<file path="src/rtl/core/hpack_dynamic_table_allocator_core_defines.svh">
// assertion macros shared by the allocator rtl
`ifndef HPACK_DYNAMIC_TABLE_ALLOCATOR_CORE_DEFINES_SVH
`define HPACK_DYNAMIC_TABLE_ALLOCATOR_CORE_DEFINES_SVH

// same-cycle implication, sampled on clk, off during rst
`define HPDTA_ASSERT_NOW(lbl, ante, cons) \
  lbl: assert property (@(posedge clk) disable iff (rst) (ante) |-> (cons)) \
    else $error("allocator check failed");

// next-cycle implication, sampled on clk, off during rst
`define HPDTA_ASSERT_NEXT(lbl, ante, cons) \
  lbl: assert property (@(posedge clk) disable iff (rst) (ante) |=> (cons)) \
    else $error("allocator check failed");

`endif

</file>
<file path="src/rtl/core/hpdta_pkg.sv">
// shared constants and types for the hpack dynamic table allocator
package hpdta_pkg;
  localparam int LEN_W         = 10;
  localparam int ADDR_W        = 10;
  localparam int EV_W          = 6;
  localparam int SIZE_W        = 11;
  localparam int CALC_W        = 14;
  localparam int MAX_TABLE     = 1024;
  localparam int RFC_OVERHEAD  = 32;
  localparam int HEADER_BYTES  = 32;
  localparam int SLOT_BYTES    = 8;
  localparam int DEF_MAX_ENTRIES = 32;

  localparam logic KIND_INSERT    = 1'b0;
  localparam logic KIND_MOVE      = 1'b1;
  localparam logic STATUS_STORED  = 1'b0;
  localparam logic STATUS_FLUSHED = 1'b1;

  typedef logic [SIZE_W-1:0] bytes_t;

  typedef struct packed {
    bytes_t addr;
    bytes_t len;
  } entry_t;
endpackage

</file>
<file path="src/rtl/core/hpdta_if.sv">
// valid/ready channels for insert requests and allocator results
interface hpdta_req_if;
  import hpdta_pkg::*;
  logic              valid;
  logic              ready;
  logic [LEN_W-1:0]  name_length;
  logic [LEN_W-1:0]  value_length;
  modport source (output valid, output name_length, output value_length, input ready);
  modport sink   (input valid, input name_length, input value_length, output ready);
endinterface

interface hpdta_res_if;
  import hpdta_pkg::*;
  logic              valid;
  logic              ready;
  logic              kind;
  logic              status;
  logic [ADDR_W-1:0] dest_address;
  logic [ADDR_W-1:0] src_address;
  logic [LEN_W-1:0]  move_length;
  logic [EV_W-1:0]   evicted_count;
  logic              last;
  modport source (output valid, output kind, output status, output dest_address,
                  output src_address, output move_length, output evicted_count,
                  output last, input ready);
  modport sink   (input valid, input kind, input status, input dest_address,
                  input src_address, input move_length, input evicted_count,
                  input last, output ready);
endinterface

</file>
<file path="src/rtl/core/hpdta_mem.sv">
// entry store: one write port, one registered read port
module hpdta_mem #(
  parameter int AW = 6,
  parameter int DW = 22
) (
  input  logic          clk,
  input  logic          we,
  input  logic [AW-1:0] waddr,
  input  logic [DW-1:0] wdata,
  input  logic          re,
  input  logic [AW-1:0] raddr,
  output logic [DW-1:0] rdata
);
  logic [DW-1:0] mem [2**AW];

  // write and registered read
  always_ff @(posedge clk) begin
    if (we) begin
      mem[waddr] <= wdata;
    end
    if (re) begin
      rdata <= mem[raddr];
    end
  end
endmodule

</file>
<file path="src/rtl/core/hpack_dynamic_table_allocator_core.sv">
// An insert may evict the oldest entries, and may run an index compaction or a space compaction,
// before its final beat; an oversized entry flushes the table. Output stalls can hold any beat.
// One insert is handled at a time; the next is accepted in the cycle after the final beat loads.
// Reset: rst is synchronous active high; it empties the table and sets table_size to 1024.
`include "hpack_dynamic_table_allocator_core_defines.svh"

module hpack_dynamic_table_allocator_core #(
  parameter int MAX_ENTRIES = hpdta_pkg::DEF_MAX_ENTRIES
) (
  input  logic                      clk,
  input  logic                      rst,
  input  logic                      cfg_we,
  input  logic [hpdta_pkg::SIZE_W-1:0] cfg_wdata,
  hpdta_req_if.sink                 req,
  hpdta_res_if.source               res
);
  import hpdta_pkg::*;

  localparam int SW = (MAX_ENTRIES > 1) ? $clog2(MAX_ENTRIES) : 1;
  localparam int CW = $clog2(MAX_ENTRIES + 2);
  localparam int TW = CW + 2;
  localparam int MW = SW + 1;

  localparam logic [4:0] S_IDLE     = 5'd0;
  localparam logic [4:0] S_CHECK    = 5'd1;
  localparam logic [4:0] S_EV_RD    = 5'd2;
  localparam logic [4:0] S_EV_UPD   = 5'd3;
  localparam logic [4:0] S_EMPTY    = 5'd4;
  localparam logic [4:0] S_PREP2    = 5'd5;
  localparam logic [4:0] S_CMP_INIT = 5'd6;
  localparam logic [4:0] S_CMP_RD   = 5'd7;
  localparam logic [4:0] S_CMP_USE  = 5'd8;
  localparam logic [4:0] S_CMP_DONE = 5'd9;
  localparam logic [4:0] S_POSTA    = 5'd10;
  localparam logic [4:0] S_RD_A     = 5'd11;
  localparam logic [4:0] S_RD_B     = 5'd12;
  localparam logic [4:0] S_RD_C     = 5'd13;
  localparam logic [4:0] S_DECIDE   = 5'd14;
  localparam logic [4:0] S_POSTB    = 5'd15;
  localparam logic [4:0] S_BCHK     = 5'd16;
  localparam logic [4:0] S_COMMIT   = 5'd17;
  localparam logic [4:0] S_FIN      = 5'd18;

  localparam logic [CW-1:0] MAXC = CW'(MAX_ENTRIES);

  // slot index of a count, zero when past the index
  function automatic logic [SW-1:0] slf(input logic [CW-1:0] x);
    return (x < MAXC) ? x[SW-1:0] : '0;
  endfunction

  // slot of the oldest entry
  function automatic logic [CW-1:0] tail_fn(input logic [SW-1:0] hd,
                                            input logic [CW-1:0] u,
                                            input logic [CW-1:0] w);
    logic signed [TW-1:0] t;
    t = $signed(TW'(hd)) + $signed(TW'(1)) - $signed(TW'(u));
    if ((TW'(hd) + TW'(1)) < TW'(u)) begin
      t = t + $signed(TW'(w));
    end
    return (t < 0) ? '0 : t[CW-1:0];
  endfunction

  // size rule violated or index full
  function automatic logic over_fn(input logic [CW-1:0] u, input bytes_t tot,
                                   input bytes_t nd, input bytes_t sz);
    logic [CALC_W-1:0] s;
    s = (CALC_W'(u) << 5) + CALC_W'(tot) + CALC_W'(nd) + CALC_W'(RFC_OVERHEAD);
    return (s > CALC_W'(sz)) || (u >= MAXC);
  endfunction

  // end of the index for a given slot count
  function automatic logic signed [CALC_W-1:0] hdr_end(input logic [CW-1:0] w);
    return $signed(CALC_W'(HEADER_BYTES) + CALC_W'(w) * CALC_W'(SLOT_BYTES));
  endfunction

  function automatic logic signed [CALC_W-1:0] sx(input bytes_t x);
    return $signed(CALC_W'(x));
  endfunction

  logic [4:0]      state;
  bytes_t          table_size;
  bytes_t          sz;
  bytes_t          need;
  logic [EV_W-1:0] ev;
  logic            bank;
  logic            cmode_b;
  logic [SW-1:0]   head, front, prev, tl, t_slot;
  logic [CW-1:0]   used, wrap, u_cnt, w_cnt, h, old, k;
  bytes_t          total, acc, fa, ta, tlen, fin_addr;
  logic            fin_status;

  logic            mem_we, mem_re;
  logic [MW-1:0]   mem_wa, mem_ra;
  entry_t          mem_wd, mem_rd;
  logic [SW-1:0]   rd_slot;
  logic            out_free;

  hpdta_mem #(.AW(MW), .DW($bits(entry_t))) u_mem (
    .clk   (clk),
    .we    (mem_we),
    .waddr (mem_wa),
    .wdata (mem_wd),
    .re    (mem_re),
    .raddr (mem_ra),
    .rdata (mem_rd)
  );

  assign req.ready = (state == S_IDLE);
  assign out_free  = !res.valid || res.ready;

  // read address per sequencer step
  always_comb begin
    mem_re  = 1'b1;
    rd_slot = front;
    unique case (state)
      S_EV_RD:  rd_slot = slf(tail_fn(head, u_cnt, w_cnt));
      S_CMP_RD: rd_slot = slf(old);
      S_RD_B:   rd_slot = tl;
      S_RD_C:   rd_slot = prev;
      S_EMPTY, S_RD_A, S_POSTB: rd_slot = front;
      default:  mem_re = 1'b0;
    endcase
    mem_ra = {bank, rd_slot};
  end

  // compaction step values
  bytes_t cmp_a;
  logic   cmp_move;
  assign cmp_a    = (acc > mem_rd.len) ? (acc - mem_rd.len) : '0;
  assign cmp_move = (mem_rd.addr != cmp_a);

  // a result beat is loaded this cycle
  logic   res_load;
  assign res_load = out_free && ((state == S_CMP_USE && cmp_move) || state == S_FIN);

  // eviction step values
  bytes_t        ev_tot;
  logic [CW-1:0] ev_u;
  assign ev_tot = (total > mem_rd.len) ? (total - mem_rd.len) : '0;
  assign ev_u   = u_cnt - CW'(1);

  // room next to the newest entry
  logic signed [CALC_W-1:0] hr, tr, hr_raw, tr_raw, cand;
  logic                     same;
  always_comb begin
    same   = (prev == front);
    hr_raw = same ? (sx(fa) - hdr_end(w_cnt)) : '0;
    tr_raw = same ? (sx(sz) - sx(ta) - sx(tlen))
                  : (sx(mem_rd.addr) - sx(ta) - sx(tlen));
    hr     = (hr_raw < 0) ? '0 : hr_raw;
    tr     = (tr_raw < 0) ? '0 : tr_raw;
    cand   = sx(mem_rd.addr) - sx(need);
  end

  // entry store writes
  always_comb begin
    mem_we = 1'b0;
    mem_wa = {bank, h[SW-1:0]};
    mem_wd = '{addr: fin_addr, len: need};
    if (state == S_CMP_USE && (!cmp_move || out_free)) begin
      mem_we = 1'b1;
      mem_wa = {~bank, k[SW-1:0]};
      mem_wd = '{addr: cmp_a, len: mem_rd.len};
    end else if (state == S_COMMIT) begin
      mem_we = 1'b1;
    end else if (state == S_EMPTY && used == '0
                 && (sx(sz) - sx(need)) >= $signed(CALC_W'(HEADER_BYTES + SLOT_BYTES))) begin
      mem_we = 1'b1;
      mem_wa = {bank, {SW{1'b0}}};
      mem_wd = '{addr: sz - need, len: need};
    end
  end

  // configuration register
  always_ff @(posedge clk) begin
    if (rst) begin
      table_size <= SIZE_W'(MAX_TABLE);
    end else if (cfg_we) begin
      table_size <= cfg_wdata;
    end
  end

  // sequencer
  always_ff @(posedge clk) begin
    if (rst) begin
      state     <= S_IDLE;
      head      <= '0;
      front     <= '0;
      used      <= '0;
      wrap      <= '0;
      total     <= '0;
      bank      <= 1'b0;
      res.valid <= 1'b0;
    end else begin
      if (res.valid && res.ready && !res_load) begin
        res.valid <= 1'b0;
      end
      unique case (state)
        S_IDLE: begin
          if (req.valid) begin
            need  <= SIZE_W'(req.name_length) + SIZE_W'(req.value_length);
            sz    <= (table_size > SIZE_W'(MAX_TABLE)) ? SIZE_W'(MAX_TABLE) : table_size;
            ev    <= '0;
            state <= S_CHECK;
          end
        end
        S_CHECK: begin
          if ((CALC_W'(need) + CALC_W'(RFC_OVERHEAD)) > CALC_W'(sz)) begin
            ev         <= EV_W'(used);
            used       <= '0; total <= '0; head <= '0; front <= '0; wrap <= '0;
            fin_status <= STATUS_FLUSHED;
            state      <= S_FIN;
          end else if (used != '0 && over_fn(used, total, need, sz)) begin
            u_cnt <= used;
            w_cnt <= wrap;
            state <= S_EV_RD;
          end else begin
            state <= S_EMPTY;
          end
        end
        S_EV_RD: begin
          t_slot <= slf(tail_fn(head, u_cnt, w_cnt));
          state  <= S_EV_UPD;
        end
        S_EV_UPD: begin
          total <= ev_tot;
          ev    <= ev + EV_W'(1);
          if (t_slot == front) begin
            front <= head;
          end
          if (ev_u != '0 && over_fn(ev_u, ev_tot, need, sz)) begin
            u_cnt <= ev_u;
            state <= S_EV_RD;
          end else begin
            used <= ev_u;
            if (ev_u == '0) begin
              front <= '0;
              head  <= '0;
              wrap  <= CW'(1);
            end else if ((CW'(head) + CW'(1)) >= ev_u) begin
              wrap <= CW'(head) + CW'(1);
            end
            state <= S_EMPTY;
          end
        end
        S_EMPTY: begin
          if (used == '0) begin
            if ((sx(sz) - sx(need)) < $signed(CALC_W'(HEADER_BYTES + SLOT_BYTES))) begin
              used <= '0; total <= '0; head <= '0; front <= '0; wrap <= '0;
              fin_status <= STATUS_FLUSHED;
            end else begin
              head       <= '0;
              front      <= '0;
              wrap       <= CW'(1);
              used       <= CW'(1);
              total      <= need;
              fin_addr   <= sz - need;
              fin_status <= STATUS_STORED;
            end
            state <= S_FIN;
          end else begin
            prev  <= head;
            w_cnt <= wrap;
            tl    <= slf(tail_fn(head, used, wrap));
            u_cnt <= used + CW'(1);
            h     <= CW'(head) + CW'(1);
            state <= S_PREP2;
          end
        end
        S_PREP2: begin
          if (h >= w_cnt) begin
            if (hdr_end(w_cnt + CW'(1)) <= sx(mem_rd.addr)
                && (w_cnt + CW'(1)) <= MAXC) begin
              w_cnt <= w_cnt + CW'(1);
              state <= S_RD_A;
            end else if (h >= u_cnt) begin
              h     <= '0;
              state <= S_RD_A;
            end else begin
              cmode_b <= 1'b0;
              state   <= S_CMP_INIT;
            end
          end else if (u_cnt >= w_cnt) begin
            cmode_b <= 1'b0;
            state   <= S_CMP_INIT;
          end else begin
            state <= S_RD_A;
          end
        end
        S_CMP_INIT: begin
          old   <= tail_fn(head, used, wrap);
          acc   <= sz;
          k     <= '0;
          state <= S_CMP_RD;
        end
        S_CMP_RD: begin
          state <= S_CMP_USE;
        end
        S_CMP_USE: begin
          if (!cmp_move || out_free) begin
            if (cmp_move) begin
              res.valid         <= 1'b1;
              res.kind          <= KIND_MOVE;
              res.status        <= STATUS_STORED;
              res.dest_address  <= cmp_a[ADDR_W-1:0];
              res.src_address   <= mem_rd.addr[ADDR_W-1:0];
              res.move_length   <= mem_rd.len[LEN_W-1:0];
              res.evicted_count <= '0;
              res.last          <= 1'b0;
            end
            acc   <= cmp_a;
            old   <= ((old + CW'(1)) >= wrap) ? '0 : (old + CW'(1));
            k     <= k + CW'(1);
            state <= ((k + CW'(1)) == used) ? S_CMP_DONE : S_CMP_RD;
          end
        end
        S_CMP_DONE: begin
          bank  <= ~bank;
          wrap  <= used;
          head  <= SW'(used - CW'(1));
          front <= SW'(used - CW'(1));
          state <= cmode_b ? S_POSTB : S_POSTA;
        end
        S_POSTA: begin
          w_cnt <= wrap + CW'(1);
          h     <= CW'(head) + CW'(1);
          prev  <= head;
          tl    <= '0;
          state <= S_RD_A;
        end
        S_RD_A: begin
          h     <= (h < MAXC) ? h : '0;
          state <= S_RD_B;
        end
        S_RD_B: begin
          fa    <= mem_rd.addr;
          state <= S_RD_C;
        end
        S_RD_C: begin
          ta    <= mem_rd.addr;
          tlen  <= mem_rd.len;
          state <= S_DECIDE;
        end
        S_DECIDE: begin
          if (same && hr >= sx(need)) begin
            fin_addr <= fa - need;
            front    <= h[SW-1:0];
            state    <= S_COMMIT;
          end else if (tr >= sx(need)) begin
            fin_addr <= SIZE_W'(sx(ta) + sx(tlen) + tr - sx(need));
            state    <= S_COMMIT;
          end else begin
            cmode_b <= 1'b1;
            state   <= S_CMP_INIT;
          end
        end
        S_POSTB: begin
          w_cnt <= wrap + CW'(1);
          h     <= CW'(slf(CW'(head) + CW'(1)));
          state <= S_BCHK;
        end
        S_BCHK: begin
          if (w_cnt > MAXC || cand < hdr_end(w_cnt)) begin
            ev         <= ev + EV_W'(used);
            used       <= '0; total <= '0; head <= '0; front <= '0; wrap <= '0;
            fin_status <= STATUS_FLUSHED;
            state      <= S_FIN;
          end else begin
            fin_addr <= SIZE_W'(cand);
            front    <= h[SW-1:0];
            state    <= S_COMMIT;
          end
        end
        S_COMMIT: begin
          wrap       <= w_cnt;
          head       <= h[SW-1:0];
          used       <= u_cnt;
          total      <= total + need;
          fin_status <= STATUS_STORED;
          state      <= S_FIN;
        end
        S_FIN: begin
          if (out_free) begin
            res.valid         <= 1'b1;
            res.kind          <= KIND_INSERT;
            res.status        <= fin_status;
            res.dest_address  <= (fin_status == STATUS_FLUSHED) ? '0 : fin_addr[ADDR_W-1:0];
            res.src_address   <= '0;
            res.move_length   <= '0;
            res.evicted_count <= ev;
            res.last          <= 1'b1;
            state             <= S_IDLE;
          end
        end
        default: state <= S_IDLE;
      endcase
    end
  end

  // checks
  `HPDTA_ASSERT_NOW(a_flush_dest, res.valid && res.last && res.status, res.dest_address == '0)
  `HPDTA_ASSERT_NOW(a_move_shape, res.valid && res.kind == KIND_MOVE, !res.last && res.evicted_count == '0)
  `HPDTA_ASSERT_NOW(a_used_bound, 1'b1, used <= MAXC)
  `HPDTA_ASSERT_NEXT(a_busy_after, req.valid && req.ready, !req.ready)
  `HPDTA_ASSERT_NOW(a_cmp_walk, state == S_CMP_USE, k < used)
endmodule
</file>
<file path="src/flat_wrapper.sv">
// flat-port wrapper written by rule: the top's interface ports become plain ports
module hpack_dynamic_table_allocator_core_flat import hpdta_pkg::*;
#(
  parameter int MAX_ENTRIES = hpdta_pkg::DEF_MAX_ENTRIES
)
  (clk, rst, cfg_we, cfg_wdata, req_valid, req_name_length, req_value_length, req_ready, res_valid, res_kind, res_status, res_dest_address, res_src_address, res_move_length, res_evicted_count, res_last, res_ready);
  hpdta_req_if req_i ();
  hpdta_res_if res_i ();
  input  logic clk;
  input  logic rst;
  input  logic cfg_we;
  input  logic [hpdta_pkg::SIZE_W-1:0] cfg_wdata;
  input wire logic [$bits(req_i.valid)-1:0] req_valid;
  input wire logic [$bits(req_i.name_length)-1:0] req_name_length;
  input wire logic [$bits(req_i.value_length)-1:0] req_value_length;
  output wire logic [$bits(req_i.ready)-1:0] req_ready;
  output wire logic [$bits(res_i.valid)-1:0] res_valid;
  output wire logic [$bits(res_i.kind)-1:0] res_kind;
  output wire logic [$bits(res_i.status)-1:0] res_status;
  output wire logic [$bits(res_i.dest_address)-1:0] res_dest_address;
  output wire logic [$bits(res_i.src_address)-1:0] res_src_address;
  output wire logic [$bits(res_i.move_length)-1:0] res_move_length;
  output wire logic [$bits(res_i.evicted_count)-1:0] res_evicted_count;
  output wire logic [$bits(res_i.last)-1:0] res_last;
  input wire logic [$bits(res_i.ready)-1:0] res_ready;
  assign req_i.valid = req_valid;
  assign req_i.name_length = req_name_length;
  assign req_i.value_length = req_value_length;
  assign req_ready = req_i.ready;
  assign res_valid = res_i.valid;
  assign res_kind = res_i.kind;
  assign res_status = res_i.status;
  assign res_dest_address = res_i.dest_address;
  assign res_src_address = res_i.src_address;
  assign res_move_length = res_i.move_length;
  assign res_evicted_count = res_i.evicted_count;
  assign res_last = res_i.last;
  assign res_i.ready = res_ready;
  hpack_dynamic_table_allocator_core #(.MAX_ENTRIES(MAX_ENTRIES)) u_core (.clk(clk), .rst(rst), .cfg_we(cfg_we), .cfg_wdata(cfg_wdata), .req(req_i), .res(res_i));
endmodule
</file>
<file path="config.mk">
export PLATFORM = sky130hd
export DESIGN_NAME = hpack_dynamic_table_allocator_core_flat
export DESIGN_NICKNAME = d
export VERILOG_FILES = /design/src/rtl/core/hpdta_pkg.sv /design/src/rtl/core/hpdta_if.sv /design/src/rtl/core/hpdta_mem.sv /design/src/rtl/core/hpack_dynamic_table_allocator_core.sv /design/src/flat_wrapper.sv
export VERILOG_INCLUDE_DIRS = /design/src /design/src/rtl/core
export SDC_FILE = /design/constraint.sdc
export NUM_CORES = 2
export LEC_CHECK = 0
export ABC_AREA = 1
export BUFFER_PORTS_ARGS = -buffer_cell sky130_fd_sc_hd__buf_4
export CORE_MARGIN = 1
export CORE_UTILIZATION = 45
export CTS_BUF_LIST = sky130_fd_sc_hd__clkbuf_8 sky130_fd_sc_hd__clkbuf_16
export DETAILED_ROUTE_END_ITERATION = 8
export GPL_TIMING_DRIVEN = 0
export PLACE_DENSITY = 0.72
export SYNTH_ARGS = -nofsm -noshare
export SYNTH_HDL_FRONTEND = slang
export SYNTH_SLANG_ARGS = --single-unit
export TNS_END_PERCENT = 20
</file>
<file path="constraint.sdc">
create_clock -name clk -period 8.81 [get_ports clk]
set_input_delay 0.881 -clock clk [delete_from_list [all_inputs] [get_ports clk]]
set_output_delay 0.881 -clock clk [all_outputs]
set_load 0.01 [all_outputs]
</file>
Word level (Yosys, flattened, before mapping). Memories as Yosys holds them, arrays and structs flattened. A register that Yosys moved wholly into a read port is not among the register bits. Index checks and enable logic that the tools add are counted.

$add $sub $neg: 41. Magnitude comparators: 35. Equal/unequal tests: 50. Muxes and demuxes: 161. Bitwise logic cells: 2. Reductions and logical operators: 60.

Operator list (count): 6-bit two-way mux (35); 5-bit two-way mux (27); 11-bit two-way mux (12); 5-bit case mux with 19 select lines (1); 10-bit two-way mux (9); 8-bit two-way mux (9); 22-bit two-way mux (3); 10-bit case mux with 2 select lines (3); 5-bit case mux with 6 select lines (2); 6-bit case mux with 5 select lines (2); 14-bit two-way mux (4); 11-bit case mux with 5 select lines (1); 11-bit subtractor (5); 6-bit case mux with 4 select lines (2); 11-bit by 11-bit subtractor with 12-bit output (4); 14-bit by 11-bit > comparator with 1-bit output (3); 5-bit by 4-bit == test with 1-bit output, second input constant (8); 6-bit by 1-bit adder with 6-bit output, second input constant (6); 6-bit less-than comparator, second input constant (6); 6-bit case mux with 2 select lines (3); 6-bit case mux with 6 select lines (1); 11-bit adder (3); 11-bit case mux with 3 select lines (1); 8-bit by 1-bit less-than comparator with 1-bit output, second input constant (4); other kinds (69) (195).

Register bits: 220. Bits in writable memories: 1408. Bits of input ports: 36. Output and inout bits: 41. Logic and storage cells: 384. Memories kept: 1.

Memories: u_core.u_mem.mem (words 64, width 22, read ports 1, clocked after Yosys merged registers in 1, wr ports 1, line hpdta_mem.sv:14) `logic [DW-1:0] mem [2**AW];`.

Longest topological paths before layout.
Depth after elaboration: 13. Gate-level depth with buffers: 46. Depth with buffers taken out: 46.

Cells and area by module. A second synthesis with hierarchy kept.

Cells, all modules: 7811. Area total of the unflattened synthesis: 79955.4 µm².

By module, submodules not included: hpdta_mem (instances 1, cells an instance 4797, area an instance 57460.1 µm², sequential area each 42941.2 µm²); hpack_dynamic_table_allocator_core (instances 1, cells an instance 3014, area an instance 22495.3 µm², sequential area each 6095.8 µm²).

Worst setup path before layout. No wires, ideal clock.

Path type: register to register. Start point: reg u_core.front[2]. End point: reg u_core.fin_addr[9], data pin. Setup time: 0.268 ns. Data arrival time: 6.699 ns. Data required time: 8.542 ns. Path slack: 1.842 ns. Cell stages (with the launch flop): 46. Buffers on the path: 2. Period minus slack after synthesis: 6.968 ns. Path through: dfxtp_1 > clkbuf_1 > xor2_1 > a21oi_1 > nand3_1 > clkbuf_1 > o21ai_0 > ha_1 > inv_1 > fa_1 > nand3_1 > nand2_1 > a21oi_1 > o21bai_1 > a21oi_1 > o21bai_1 > a21o_1 > a21oi_1 > (+10 left out) > inv_1 > fa_1 > inv_1 > ha_1 > inv_1 > fa_1 > nor2_1 > nor2_1 > o21bai_1 > a21oi_1 > nor2_1 > nor2_1 > nor2_1 > o21ai_0 > nand2_1 > xor2_1 > o211ai_1 > o211ai_1.

Longest elaborated chain between the ends: 9. Elaborated cells between the ends (all ways): 14. Those cells by class: add/sub: 2; order compare: 3; eq/ne: 1; mux: 7; reduce/logical: 1.

Ends and longest elaborated chain: from (decl) (line hpack_dynamic_table_allocator_core.sv:87) `logic [SW-1:0] head, front, prev, tl, t_slot;`; from (signal assigned) (line hpack_dynamic_table_allocator_core.sv:321) `front <= SW'(used - CW'(1));`; from (signal assigned) (line hpack_dynamic_table_allocator_core.sv:347) `front <= h[SW-1:0];`; from (signal assigned) (line hpack_dynamic_table_allocator_core.sv:370) `front <= h[SW-1:0];`; 5-bit == test (*) (line hpack_dynamic_table_allocator_core.sv:146) `same = (prev == front);`; 14-bit two-way mux (line hpack_dynamic_table_allocator_core.sv:148) `tr_raw = same ? (sx(sz) - sx(ta) - sx(tlen))`; 14-bit by 1-bit less-than comparator with 1-bit output (line hpack_dynamic_table_allocator_core.sv:151) `tr = (tr_raw < 0) ? '0 : tr_raw;`; 14-bit two-way mux (line hpack_dynamic_table_allocator_core.sv:151); 11-bit adder (line hpack_dynamic_table_allocator_core.sv:350) `fin_addr <= SIZE_W'(sx(ta) + sx(tlen) + tr - sx(need));`; 11-bit subtractor (line hpack_dynamic_table_allocator_core.sv:350); 11-bit two-way mux (line hpack_dynamic_table_allocator_core.sv:349) `end else if (tr >= sx(need)) begin`; 11-bit two-way mux (*) (line hpack_dynamic_table_allocator_core.sv:345) `if (same && hr >= sx(need)) begin`; 11-bit case mux with 3 select lines (*) (line hpack_dynamic_table_allocator_core.sv:198) `unique case (state)`; to (signal assigned) (line hpack_dynamic_table_allocator_core.sv:346) `fin_addr <= fa - need;`; to (signal assigned) (line hpack_dynamic_table_allocator_core.sv:350); to (signal assigned) (line hpack_dynamic_table_allocator_core.sv:369) `fin_addr <= SIZE_W'(cand);`; to (decl) (line hpack_dynamic_table_allocator_core.sv:89) `bytes_t total, acc, fa, ta, tlen, fin_addr;`.

Every way passes the cells marked *; elsewhere a longest branch is shown, timed or not. The select of a mux whose other input is x is not followed. A chain may end at the register's enable or synchronous reset.

Worst setup path in the final report.
Start point: reg u_core.front[4]. End point: reg u_core.fin_addr[9], data pin.

Same word-level chain as after synthesis.

==> key figures <==
Die
  • Core Rows: 157
  • Core outline area: roughly 180000 µm²
  • Die width: around 430 µm
  • Ports: 77
  • Starting Density: 0.454
  • Total die area: around 190000 µm²
  • Die Y: between 400 and 500 µm

Clock tree
  • Reg clk slew, reported paths: around 0.070 ns
  • CTS tree: done
  • # clock sinks: about 1700
  • Clock Latency Late Sink: between 0.8 and 0.9 ns
  • CTS hold repair buffers: 0
  • Clock Path Buffers: 3
  • # Post-CTS Setup Buffers: 0
  • Htree depth: 4
  • Root Driver: clkbuf_16
  • CTS buffer count: ~170
  • Gates resized, CTS repair: 0

Finish
  • Final instance area: approximately 96000 µm²
  • Largest reg by FF count: u_core.u_mem.mem
  • Antenna cells: 0
  • Nets: 9167
  • Most frequent cells in the layout: nand2_1, nand3_1, edfxtp_1
  • Commonest non-fill, non-tap cell in the layout: nand2_1
  • Share of layout cells above drive strength 1: 0.0874
  • Max reg flops: 1408
  • Top flop regs: u_core.u_mem.mem (1408), u_core.u_mem.rdata (22)
  • Final core occ: 0.520
  • Non-Filler Instances: 11400
  • Area growth from synthesis to layout: 14.5%

Setup path
  • Setup CP Type: register to register
  • Crit-path leading delay family: compound AO/OA/AOI/OAI gates
  • Critical Path Sink Type: register
  • Critical Path Start Type: register
  • Largest stage delay, worst path: about 0.45 ns
  • Crit path DAT: about 9 ns
  • Buf+Inv Stages, Crit Path: 6
  • Critical path's slowest cell: fa_1
  • CP required: about 9.4 ns
  • Crit path max fanout: 10

Global route
  • Vias in the first global route: 62200
  • Pin count of the biggest net entering global routing: 31
  • Initial antenna violation count: 13
  • All-layer global routing usage: 0.307
  • Grt ovf: 0
  • Global-route wire length before repair: 415 mm

STA
  • Slew HR: 0.0339
  • Final hold violations: 0
  • Fin. max-slew vios: 0
  • Final hold slack: approximately 0.28 ns
  • RSZ-0062 raised after global routing: no
  • Setup TNS: 0 ns
  • Clock Skew: around 0.052 ns
  • Worst slew pin tran: 1.45 ns
  • Final setup viols: 0
  • F_max: about 120 MHz
  • Post-layout min period: slightly above 8 ns
  • Final worst slack: 0.594 ns
  • Final Cycle Share: 0.933

Place
  • DP Area: 89800 µm²
  • Dpl ws: 0.134 ns
  • GP Congestion: roughly 1
  • Placed cell count: about 11000
  • DPL Wire Length: ~210 mm
  • Port Buffer Count: 75

Power and ir drop
  • Worst vdd ir: 198 µV
  • Leakage: roughly 40 nW
  • PwrDens: approximately 310 nW/µm²
  • Tot Pwr: 29.9 mW

Detailed routing
  • DR vias: between 60000 and 70000
  • Final ANT Viol Nets: 0
  • Drt pass-1 iters: 9
  • Via density: slightly below 6
  • DRC viols: 0
  • Total Wirelength: 291 mm
  • Iter 0 DRT Violations: between 8000 and 9000
  • Drt wl/cell: 25.6 µm

Logic synthesis
  • Mux share of post-synthesis cell area: 0
  • Gate Count Post-Synth: approximately 8400
  • Commonest register cell after synthesis: edfxtp_1
  • Mapped Area: 83400 µm²
  • #FFs+latches synth: 1650
  • Xor/xnor share of the synthesized area: 0.0140
  • Register area share after synthesis: 0.588
  • Post-synth EDFFs: 1599
  • Syn Area/Cell: 9.91 µm²
  • Compound-Gate Fraction of Synth Area: 0.0400
  • Largest family of logic cells by synthesized area: simple AND/OR/NAND/NOR gates
  • Syn Nets: roughly 8800
  • Ys async rst share: 0
  • Post-synthesis simple-gate area fraction: 0.233
  • Yosys cell types: 60
  • YS warnings: 0
  • Post-Synth Adder-Cell Area: 0.0560

Hold path
  • Hold crit path type: primary input to register

Flow run
  • Number of max-cap violations: 0

Status
  • Outcome: complete, no violations
-- worst register-to-register path: cells and delay by family, from the launching register on --
| family | cells | cell delay [ns] |
|---|---|---|
| fa+ha+maj | 6 | 2.25 |
| flops | 1 | 0.36 |
| compound gates | 16 | 2.45 |
| xor+xnor | 2 | 0.36 |
| simple gates | 14 | 1.81 |
| buf+inv | 6 | 0.78 |
-- kinds of logic (layout without fill, tap and decap cells) --
group,Yosys count,in the layout
AND/OR/NAND/NOR,4248,4248
AO/OA/AOI/OAI,576,576
buffers and inverters,1462,1962
flip-flops,1650,1650
adder cells (fa/ha/maj),348,348
XOR/XNOR,133,133
-- routing by layer --
layer / vias up / global-route usage / part of all wire
met2: 3912 / 0.481 / 0.45
li1: 29600 / - / -
met4: 6 / 0.179 / 0.067
met1: 31600 / 0.391 / 0.38
met3: 801 / 0.0671 / 0.11
met5: - / 0 / 0.00014
-- layout make-up --
cell class	instances	area, µm²
Clock buffer	176	4390
Timing Repair Buffer	193	2920
Sequential cell	1650	49000
Clock inverter	132	1260
Multi-Input combinational cell	5305	29100
Tap cell	2464	3080
Buffer	422	1850
Fill cell	16100	88100
Inverter	1039	3900
-- power breakdown --
group | internal, mW | switching, mW
clock | 4.09 | 3.22
sequential | 9.24 | 0.254
combinational | 3.50 | 9.63
total | 16.8 | 13.1
-- synth_stat cells (all sizes together), types with 42 or more instances --
cell type / count / share of area
nand2: 1875 / 0.085
nand3: 1637 / 0.099
edfxtp: 1599 / 0.58
inv: 1028 / 0.046
nor2: 345 / 0.016
ha: 306 / 0.046
nand3b: 277 / 0.025
buf: 226 / 0.013
a21oi: 211 / 0.013
clkbuf: 197 / 0.0089
o21ai: 194 / 0.012
xor2: 101 / 0.011
dfxtp: 51 / 0.012
fa: 42 / 0.010
nand4: 42 / 0.0031
-- path summary, 6_finish.rpt --
kind                                    from                                 end  slack (ns)  cells past startpoint
min                            cfg_wdata[10]  u_core.table_size[10]$_SDFFE_PP1P_        0.28                      3
max reg2reg     u_core.front[4]$_SDFFE_PP0P_        u_core.fin_addr[9]$_DFFE_PP_        0.59                     44
max             u_core.front[4]$_SDFFE_PP0P_        u_core.fin_addr[9]$_DFFE_PP_        0.59                     44
min reg2reg  u_core.u_mem.rdata[5]$_DFFE_PP_            u_core.tlen[5]$_DFFE_PP_        0.45                      0
Power figures use the tool's default switching activity.
